File: src/hw/rtl/ptc_pkg.sv
// Shared types, constants and helpers for the pressure/temperature compensation pipeline.
`default_nettype none
package ptc_pkg;

  localparam int unsigned DivWidth = 32;
  localparam int unsigned AddrWidth = 5;
  localparam int unsigned DataWidth = 64;
  localparam int unsigned CoefWidth = 48;

  localparam logic [31:0] TempOffset  = 32'd64000;
  localparam logic [31:0] PressBase   = 32'd1048576;
  localparam logic [31:0] PressScale  = 32'd3125;
  localparam logic [31:0] SignBit     = 32'h8000_0000;
  localparam logic [31:0] UnityGain   = 32'd32768;
  localparam logic [31:0] RoundHalf   = 32'd128;

  typedef enum logic [1:0] {
    REG_TEMP    = 2'd0,
    REG_PRESS_A = 2'd1,
    REG_PRESS_B = 2'd2,
    REG_PRESS_C = 2'd3
  } reg_idx_e;

  typedef struct packed {
    logic [19:0] raw_temp;
    logic [19:0] raw_press;
  } in_req_t;

  typedef struct packed {
    logic signed [31:0] temp_centi;
    logic [31:0]        press_pa;
    logic               div_zero;
  } out_res_t;

  // Calibration words, already extended to 32 bits.
  typedef struct packed {
    logic [31:0] t1, t2, t3;
    logic [31:0] p1, p2, p3, p4, p5, p6, p7, p8, p9;
  } coef_t;

  // Data that rides alongside the divider.
  typedef struct packed {
    logic [31:0] temp;
    logic        dz;
    logic        dbl;
  } div_side_t;

  function automatic logic [31:0] sx16(input logic [15:0] w);
    return {{16{w[15]}}, w};
  endfunction

  function automatic logic [31:0] asr(input logic [31:0] x, input int unsigned n);
    return 32'($signed(x) >>> n);
  endfunction

endpackage
`default_nettype wire

File: src/hw/rtl/ptc_temp.sv
// Fine temperature stages: raw reading to fine term, centi-degrees and first pressure term.
`default_nettype none
module ptc_temp (
  input  wire logic           clk_i,
  input  wire logic           rst_ni,
  input  wire logic           en_i,
  input  wire logic           valid_i,
  input  wire ptc_pkg::in_req_t req_i,
  input  wire ptc_pkg::coef_t coef_i,
  output logic                valid_o,
  output logic [31:0]         temp_o,
  output logic [31:0]         v1_o,
  output logic [19:0]         adc_p_o
);
  import ptc_pkg::*;

  logic [4:0]  vld_q;
  logic [31:0] x_q, d_q, m1_q, dd_q, a_q, m2_q, tf_q, temp_q, v1_q;
  logic [19:0] ap1_q, ap2_q, ap3_q, ap4_q, ap5_q;
  logic [31:0] adc_t;

  assign adc_t = {12'd0, req_i.raw_temp};

  always_ff @(posedge clk_i or negedge rst_ni) begin
    if (!rst_ni) begin
      vld_q <= '0;
    end else if (en_i) begin
      vld_q <= {vld_q[3:0], valid_i};
    end
  end

  always_ff @(posedge clk_i) begin
    if (en_i) begin
      x_q    <= (adc_t >> 3) - (coef_i.t1 << 1);
      d_q    <= (adc_t >> 4) - coef_i.t1;
      ap1_q  <= req_i.raw_press;
      m1_q   <= x_q * coef_i.t2;
      dd_q   <= d_q * d_q;
      ap2_q  <= ap1_q;
      a_q    <= asr(m1_q, 11);
      m2_q   <= asr(dd_q, 12) * coef_i.t3;
      ap3_q  <= ap2_q;
      tf_q   <= a_q + asr(m2_q, 14);
      ap4_q  <= ap3_q;
      // tf*5 as shift-and-add
      temp_q <= asr((tf_q << 2) + tf_q + RoundHalf, 8);
      v1_q   <= asr(tf_q, 1) - TempOffset;
      ap5_q  <= ap4_q;
    end
  end

  assign valid_o = vld_q[4];
  assign temp_o  = temp_q;
  assign v1_o    = v1_q;
  assign adc_p_o = ap5_q;
endmodule
`default_nettype wire

File: config.mk
export PLATFORM = sky130hd
export DESIGN_NAME = ptc_temp
export DESIGN_NICKNAME = d
export VERILOG_FILES = /design/src/hw/rtl/ptc_pkg.sv /design/src/hw/rtl/ptc_temp.sv
export SDC_FILE = /design/constraint.sdc
export NUM_CORES = 2
export LEC_CHECK = 0
export BUFFER_PORTS_ARGS = -buffer_cell sky130_fd_sc_hd__buf_2
export CORE_UTILIZATION = 55
export DETAILED_ROUTE_END_ITERATION = 8
export PLACE_DENSITY = 0.75
export SYNTH_ARGS = -nofsm -noshare
export SYNTH_HDL_FRONTEND = slang
export SYNTH_SLANG_ARGS = --single-unit
File: constraint.sdc
create_clock -name clk_i -period 8.1 [get_ports clk_i]
set_input_delay 0.81 -clock clk_i [delete_from_list [all_inputs] [get_ports clk_i]]
set_output_delay 0.81 -clock clk_i [all_outputs]
set_load 0.02 [all_outputs]
==> reports/qor.txt <==
Sink Count -> 285
Floorplan row count -> 114
CTS tree -> done
Slew headroom -> 28.9%
Drt pass-1 iters -> 5
EDFF count, synth -> 280
Critical path required time -> 8.41 ns
Layout area overhead -> 7.05%
Worst min path class -> input port to asynchronous set/reset pin
CTS HTree Levels -> 2
Final setup TNS -> 0 ns
Minimum clock period -> 7.63 ns
Crit Path Class -> flip-flop to flip-flop
Cell count after synthesis -> 5344
Average cell area after synthesis -> 10.1 um^2
# IOs -> 513
# Max-Cap Violations -> 0
Setup Buffers After CTS -> 0
Most common cell in the netlist -> inv_1
GR Util All Layers -> 25.8%
Share of cells above drive strength 1 -> 7.58%
Critical-path maximum fanout -> 14
Input/output buffers -> 220
DPL Wire Length -> 98.2 mm
Fin cells -> 6777
Gr ovfl total -> 0
Clock skew -> 0.0162 ns
Syn nets -> 7314
Most common library cells after synthesis -> 1254 x inv_1, 1125 x fa_1, 673 x and2_1
Top FF cell, synth -> edfxtp_1
Clk_lat worst skew -> 0.57 ns
Routed len/inst -> 17.6 um
DIE AREA -> 99000 um^2
Startpoint types -> flip-flop
Number of synthesized register bits -> 285
Worst path slowest cell -> fa_1
Routed Antenna Nets -> 0
Final period utilization -> 94.2%
Post-cts resize count -> 0
DIE HEIGHT -> 315 um
DRC violations left -> 0
DR vias -> 35.5k
Area share of the largest cell type after synthesis -> 41.9%
RSZ-0062 raised after global routing -> false
Worst path arrival time -> 7.94 ns
Post-Place Cells -> 6695
F_max -> 0.131 GHz
Fin. Hold Viols -> 0
TritonCTS buffer count -> 35
Worst-path clk slew -> 0.06 ns
First DRT Iteration DRCs -> 2127
Async SR Flop Fraction -> 1.75%
Vias in the first global route -> 39.5k
Post-synthesis sequential area ratio -> 15.9%
CTS root buffer -> clkbuf_16
Die width -> 315 um
Final WL -> 120 mm
Layout Nets -> 7444
Setup violations, final -> 0
Worst-margin pin slew -> 1.07 ns
Crit end category -> flip-flop
Largest net degree at the start of global routing -> 184
Critical Path Max Stage Delay -> 0.54 ns
Cell variety after synth -> 73
First-pass GRT wire length -> 200 mm
Starting density of the core -> 55.6%
Drt via density -> 5.24
Slew Limit Fails -> 0
Synthesized cell area -> 53800 um^2
Hold_buf cts -> 0
Worst path top cell family by delay -> adder cells
Initial antenna violation count -> 3
Yosys Warn Count -> 0
GPL Wtd Cong -> 0.896
WP buf/inv -> 5
Status -> finished clean
Core area -> 96700 um^2
CTS max path bufs -> 3
Synth area leaders -> fa_1 42%, edfxtp_1 16%, ha_1 9.7%
Synth area leader -> fa_1
Crit path top cell by count -> fa_1
-- cells in the final DEF, fill, tap and decap left out, drive strengths merged, types with 5 or more instances in the layout --
cell type     n
nor2b        21
and2        673
o211ai        8
fa         1125
xor2         75
xnor2       178
mux2          7
or3          13
o31ai         5
a211o         7
clkbuf       38
dfrtp         5
clkinv       15
nand2       578
nand4        11
ha          417
buf         335
a311oi        6
nand2b       15
inv        1259
or2           5
o21a         27
nand3        19
and3         11
a211oi        9
a31oi        10
nor3         37
o21bai       11
edfxtp      280
nor2        101
a21oi        73
a21o         24
o21ai        43
-- sequential cells by signal, summed over array words and instances, names as in the netlist --
name     count
a_q         21
adc_p_o     20
ap1_q       20
ap2_q       20
ap3_q       20
ap4_q       20
d_q          1
dd_q        20
m1_q        21
m2_q        18
temp_o      24
tf_q        22
v1_o        22
vld_q        5
x_q         31
-- stage by stage --
step	hold slack, ns	setup slack (ns)	utilization [%]	cell area (um^2)
after floorplan	0.400	0.596	-	53800
after global placement	0.401	0.303	58.2	56300
after detailed placement	0.405	0.230	58.2	56300
after CTS	0.0160	0.268	59.3	57400
after global routing	0.0279	0.0599	59.5	57500
final	0.0549	0.469	59.5	57500
-- final timing paths --
path	startpoint	to	slack, ns	cells past startpoint
max in group asynchronous	rst_ni	vld_q[2]	7.92	1
setup / recovery	x_q[5]	dd_q[30]	0.47	26
setup reg to reg	x_q[5]	dd_q[30]	0.47	26
hold reg to reg	ap2_q[7]	ap3_q[7]	0.41	0
min in group clk_i	ap2_q[7]	ap3_q[7]	0.41	0
hold / removal	rst_ni	vld_q[1]	0.05	1
-- worst register-to-register path: cells and delay by family, from the launching register on --
family                   cells  cell delay [ns]
AO/OA/AOI/OAI               10             2.24
XOR/XNOR                     1             0.10
adder cells (fa/ha/maj)      9             3.82
buffers and inverters        5             0.46
flip-flops                   1             0.53
AND/OR/NAND/NOR              1             0.19
-- kinds of logic after synthesis --
family	count (synthesis)	share of synthesized area, %
flops	285	15.9
xor+xnor	253	4.12
fa+ha+maj	1542	51.6
mux	9	0.184
compound gates	256	3.31
buf+inv	1497	10.6
simple gates	1502	14.3
-- routing by layer --
metal  share of wire [%]  wire (um)  up-vias  GRT usage [%]
met4                 3.0       3530        4           7.63
met3                 7.0       8320      224           4.28
met2                  49      59000     1130           43.9
met1                  41      48700    18082           33.8
li1                    -          -    16087              -
met5               0.014         17        -              0
-- layout make-up --
cell class	instances	area, um^2
fillers	8079	39200
repair buffers	335	2060
clock buffers	38	887
inverters	1255	4710
flip-flops and latches	285	8530
multi-input cells	3562	39500
clock inverters	24	215
well taps	1276	1600
diodes	2	5.00
Power is left out: the tool's default activity adds up to more than one toggle a clock period on the data nets, which glitch-free logic cannot reach.
