### src/hw/rtl/ptc_pkg.sv
// Shared types, constants and helpers for the pressure/temperature compensation pipeline.
`default_nettype none
package ptc_pkg;

  localparam int unsigned DivWidth = 32;
  localparam int unsigned AddrWidth = 5;
  localparam int unsigned DataWidth = 64;
  localparam int unsigned CoefWidth = 48;

  localparam logic [31:0] TempOffset  = 32'd64000;
  localparam logic [31:0] PressBase   = 32'd1048576;
  localparam logic [31:0] PressScale  = 32'd3125;
  localparam logic [31:0] SignBit     = 32'h8000_0000;
  localparam logic [31:0] UnityGain   = 32'd32768;
  localparam logic [31:0] RoundHalf   = 32'd128;

  typedef enum logic [1:0] {
    REG_TEMP    = 2'd0,
    REG_PRESS_A = 2'd1,
    REG_PRESS_B = 2'd2,
    REG_PRESS_C = 2'd3
  } reg_idx_e;

  typedef struct packed {
    logic [19:0] raw_temp;
    logic [19:0] raw_press;
  } in_req_t;

  typedef struct packed {
    logic signed [31:0] temp_centi;
    logic [31:0]        press_pa;
    logic               div_zero;
  } out_res_t;

  // Calibration words, already extended to 32 bits.
  typedef struct packed {
    logic [31:0] t1, t2, t3;
    logic [31:0] p1, p2, p3, p4, p5, p6, p7, p8, p9;
  } coef_t;

  // Data that rides alongside the divider.
  typedef struct packed {
    logic [31:0] temp;
    logic        dz;
    logic        dbl;
  } div_side_t;

  function automatic logic [31:0] sx16(input logic [15:0] w);
    return {{16{w[15]}}, w};
  endfunction

  function automatic logic [31:0] asr(input logic [31:0] x, input int unsigned n);
    return 32'($signed(x) >>> n);
  endfunction

endpackage
`default_nettype wire

### src/hw/rtl/ptc_post.sv
// Post-division stages: nonlinear pressure correction and output register.
`default_nettype none
module ptc_post (
  input  wire logic               clk_i,
  input  wire logic               rst_ni,
  input  wire logic               en_i,
  input  wire logic               valid_i,
  input  wire logic [31:0]        quo_i,
  input  wire ptc_pkg::div_side_t side_i,
  input  wire ptc_pkg::coef_t     coef_i,
  output logic                    valid_o,
  output ptc_pkg::out_res_t       res_o
);
  import ptc_pkg::*;

  logic [2:0]  vld_q;
  logic [31:0] p, pa;
  logic [31:0] p1_q, pb_q, m8_q, p2_q, m9_q, m8b_q, t1_q, t2_q;
  logic        dz1_q, dz2_q;
  logic [31:0] corr;
  out_res_t    res_q;

  assign p    = side_i.dbl ? (quo_i << 1) : quo_i;
  assign pa   = p >> 3;
  assign corr = asr(asr(m9_q, 12) + asr(m8b_q, 13) + coef_i.p7, 4);

  always_ff @(posedge clk_i or negedge rst_ni) begin
    if (!rst_ni) begin
      vld_q <= '0;
    end else if (en_i) begin
      vld_q <= {vld_q[1:0], valid_i};
    end
  end

  always_ff @(posedge clk_i) begin
    if (en_i) begin
      p1_q  <= p;
      pb_q  <= pa * pa;
      m8_q  <= (p >> 2) * coef_i.p8;
      t1_q  <= side_i.temp;
      dz1_q <= side_i.dz;
      m9_q  <= coef_i.p9 * (pb_q >> 13);
      m8b_q <= m8_q;
      p2_q  <= p1_q;
      t2_q  <= t1_q;
      dz2_q <= dz1_q;
      res_q.temp_centi <= $signed(t2_q);
      res_q.press_pa   <= dz2_q ? '0 : p2_q + corr;
      res_q.div_zero   <= dz2_q;
    end
  end

  assign valid_o = vld_q[2];
  assign res_o   = res_q;
endmodule
`default_nettype wire

### config.mk
export PLATFORM = sky130hd
export DESIGN_NAME = ptc_post
export DESIGN_NICKNAME = d
export VERILOG_FILES = /design/src/hw/rtl/ptc_pkg.sv /design/src/hw/rtl/ptc_post.sv
export SDC_FILE = /design/constraint.sdc
export NUM_CORES = 2
export LEC_CHECK = 0
export ABC_CLOCK_PERIOD_IN_PS = 7400
export BUFFER_PORTS_ARGS = -buffer_cell sky130_fd_sc_hd__buf_2
export CELL_PAD_IN_SITES_DETAIL_PLACEMENT = 0
export CELL_PAD_IN_SITES_GLOBAL_PLACEMENT = 1
export CORE_MARGIN = 2
export CORE_UTILIZATION = 49
export CTS_CLUSTER_SIZE = 30
export DETAILED_ROUTE_END_ITERATION = 7
export GPL_ROUTABILITY_DRIVEN = 0
export GPL_TIMING_DRIVEN = 0
export PLACE_DENSITY = 0.92
export REMOVE_ABC_BUFFERS = 1
export SLEW_MARGIN = 20
export SYNTH_ARGS = -nofsm -noshare
export SYNTH_HDL_FRONTEND = slang
export SYNTH_SLANG_ARGS = --single-unit
### constraint.sdc
create_clock -name clk_i -period 7.4 [get_ports clk_i]
set_input_delay 1.48 -clock clk_i [delete_from_list [all_inputs] [get_ports clk_i]]
set_output_delay 1.48 -clock clk_i [all_outputs]
set_load 0.02 [all_outputs]
==> key figures <==
Layout
  • Most frequent cells in the layout: inv_1 (1277), fa_1 (1092), nand2_1 (679), and2_1 (429), ha_1 (362)
  • Layout cells sized above 1: 0.125
  • Nets: 7526
  • Filler cell count: 9088
  • Most common cell after layout, fill and taps aside: inv_1
  • Synth-to-layout area growth: 12.3%

Floorplanning
  • Die height: 332 microns
  • I/O pin count: 520
  • Initial cell density of the core: 0.493
  • Total core area: 0.107 sq mm
  • Die area: 0.110 sq mm
  • Die width: 332 microns
  • Row cnt: 120

Timing
  • Tcrit/Tclk final: 1.12
  • RSZ-0062 raised after global routing: true
  • Fmax: 120 MHz
  • Slew headroom: 0.220
  • Worst-margin pin slew: 1.17 ns
  • Final Setup Violations: 33
  • Setup TNS: -16.80 ns
  • Final min period: 8.32 ns
  • Hold slack: 0.411 ns
  • Final hold viol count: 0
  • Final WS setup: -0.920 ns
  • Clock skew: 0.0102 ns
  • Final Slew Violations: 0

Route
  • Starting DRT DRC Count: 2733
  • Via count: 37400
  • Via density: 5.34
  • Avg WL per Cell: 20.3 microns
  • Detail Route Antenna Nets: 0
  • DR DRC count: 0
  • Post-Route WL: 142000 microns
  • 1st-pass router iterations: 7

CTS
  • Worst skew pair latency: 0.57 ns
  • # hold bufs at CTS: 0
  • H-tree depth: 1
  • Clock root cell: clkbuf_16
  • Clock Sinks: 275
  • Clock buffer depth: 3
  • CTS tree: yes
  • Num CTS Buffers: 29
  • Clock-pin slew on the worst setup and hold paths: 0.07 ns

Global routing
  • Pin count of the biggest net entering global routing: 99
  • Routing usage on met1: 0.328
  • M2 GR Usage: 0.440
  • Grt ovf: 0
  • Number of global-route vias before repair: 40600
  • Initial antenna violation count: 14
  • First-pass GRT wire length: 223000 microns
  • Gr usage total: 0.262
  • Most Used Layer, Global Route: met2
  • Met3 Use GR: 0.0471

Critical path
  • Element type at the critical path end: flop
  • Crit Path Class: primary input to flop
  • Critical path required time: 7.76 ns
  • Worst r2r dst: m9_q[31]
  • Slowest stage delay, CP: 0.53 ns
  • CP most frequent cell: fa_1
  • CP Launch Type: primary input
  • CP max FO: 10
  • Slowest CP cell: fa_1
  • Worst r2r src: pb_q[18]
  • R2R depth: 21
  • Arr. time, crit path: 8.68 ns
  • Flop-to-flop setup slack: 0.33 ns

Worst hold path
  • Hold path cells: 0
  • Worst Hold End: p2_q[7]
  • Hold_sp: p1_q[7]
  • HP Class: flop to flop

Yosys
  • EDFF count, synth: 272
  • Yosys reg bits: 275
  • Synth Flop Type: edfxtp_1
  • Yosys Warn Count: 0
  • Ys async rst share: 0.0109
  • Cells after Synth: 5330
  • Post-synthesis sequential area ratio: 0.157
  • Syn_area_per_cell: 9.87 sq um
  • Mapped cell area: 0.0526 sq mm
  • Synth cell types: 76

Outcome
  • Run status: finished with violations
  • Failing checks: negative setup slack

Placed design
  • PortBufs: 231
  • DP HPWL: 99900 microns

Job
  • Max Cap Violations: 0
## critical path: cells and delay by family
kind / cells / cell delay (ns)
adders and majority gates: 9 / 4.21
AOI/OAI and AO/OA: 6 / 1.02
buffers and inverters: 10 / 0.84
and+or+nand+nor: 3 / 0.46
xor gates and xnor gates: 1 / 0.33
muxes: 1 / 0.29
## synthesized netlist by cell type, types with 3 or more instances
library cell,instances,area (sq um)
and4_1,4,35.0
xor2_1,56,490
nand4_1,9,56.3
nor3_1,26,130
nor2b_1,21,131
clkbuf_1,188,706
o21ai_1,5,25.0
o31ai_1,3,22.5
mux2i_4,8,180
nand2_1,690,2590
a21o_1,49,368
a211o_1,3,26.3
inv_2,6,22.5
a211oi_1,16,120
and2_1,433,2710
xnor2_1,170,1490
a31oi_1,10,62.6
a21oi_1,75,375
o31a_1,3,26.3
mux2i_1,17,170
o21bai_1,5,37.5
mux2i_2,5,68.8
a21oi_2,5,43.8
mux2_2,6,67.6
buf_6,3,33.8
and3_1,22,138
o21a_1,27,203
nor2_1,231,867
fa_1,1118,22400
o211ai_2,3,37.5
buf_1,14,52.6
or3_1,3,18.8
dfrtp_1,3,75.1
or2_2,7,43.8
ha_1,386,4830
nand2b_1,12,75.1
a221o_1,5,50.1
o21ai_0,37,185
nand3_1,19,95.1
inv_1,1309,4910
edfxtp_1,272,8170
## sequential cells by signal, summed over array words and instances, names as in the netlist
register,flops
m9_q,20
p2_q,32
pb_q,19
m8_q,19
dz1_q,1
p1_q,32
t2_q,32
m8b_q,19
vld_q,3
t1_q,32
res_o,65
dz2_q,1
## per-stage QoR
| stage | utilization | instance area, sq um | setup slack [ns] | cells |
|---|---|---|---|---|
| after global placement | 0.513 | 54700 | -5.80 | 6758 |
| after floorplan | - | 51800 | -2.17 | 5124 |
| after global routing | 0.554 | 59100 | -1.12 | 6995 |
| final | 0.554 | 59100 | -0.920 | 6997 |
| after CTS | 0.545 | 58200 | -0.862 | 6951 |
| after detailed placement | 0.516 | 55100 | -3.40 | 6769 |
## logic make-up (layout without fill, tap and decap cells)
| group | after synthesis | count (layout) | synth area share |
|---|---|---|---|
| AO/OA/AOI/OAI | 276 | 276 | 0.0368 |
| flip-flops | 275 | 275 | 0.157 |
| XOR/XNOR | 227 | 227 | 0.0379 |
| AND/OR/NAND/NOR | 1488 | 1488 | 0.133 |
| adder cells (fa/ha/maj) | 1504 | 1504 | 0.517 |
| other | 0 | 5 | 0 |
| buffers and inverters | 1523 | 1782 | 0.109 |
| multiplexers | 37 | 37 | 0.00946 |
## layout make-up
type,instances,area [sq um],area share
Tap cell,1403,1760,0.0297
Timing Repair Buffer,403,3070,0.0520
Clock inverter,18,208,0.00351
Antenna cell,5,12.5,0.000212
Timing Repair inverter,10,88.8,0.00150
Sequential cell,275,8240,0.139
Multi-Input combinational cell,3532,39700,0.672
Clock buffer,34,744,0.0126
Inverter,1317,5240,0.0887
## metal layers
| metal | vias up | share of wire |
|---|---|---|
| li1 | 16200 | - |
| met1 | 19000 | 0.37 |
| met2 | 1717 | 0.48 |
| met3 | 442 | 0.089 |
| met4 | 12 | 0.059 |
| met5 | - | 0.00051 |
## worst max path at each step
stage,slack (ns),cells after the start,endpoint,startpoint
floorplan,-2.17,27,pb_q[30],side_i[0]
global placement,-5.80,28,pb_q[31],side_i[0]
detailed placement,-3.40,28,pb_q[31],side_i[0]
CTS,-0.86,23,pb_q[31],side_i[0]
global route,-1.12,28,m8_q[29],side_i[0]
finish,-0.92,30,m8_q[29],side_i[0]
## timing repair
| item | in CTS | in global routing |
|---|---|---|
| setup endpoints to repair | 38 | 42 |
| setup buffers | 121 | 35 |
| cloned | 13 | 2 |
| gates resized for setup | 234 | 106 |
| pin swaps | 66 | 52 |
Power is not shown: default switching activity piles up to over one toggle a cycle in this logic, so the estimate is an artifact.
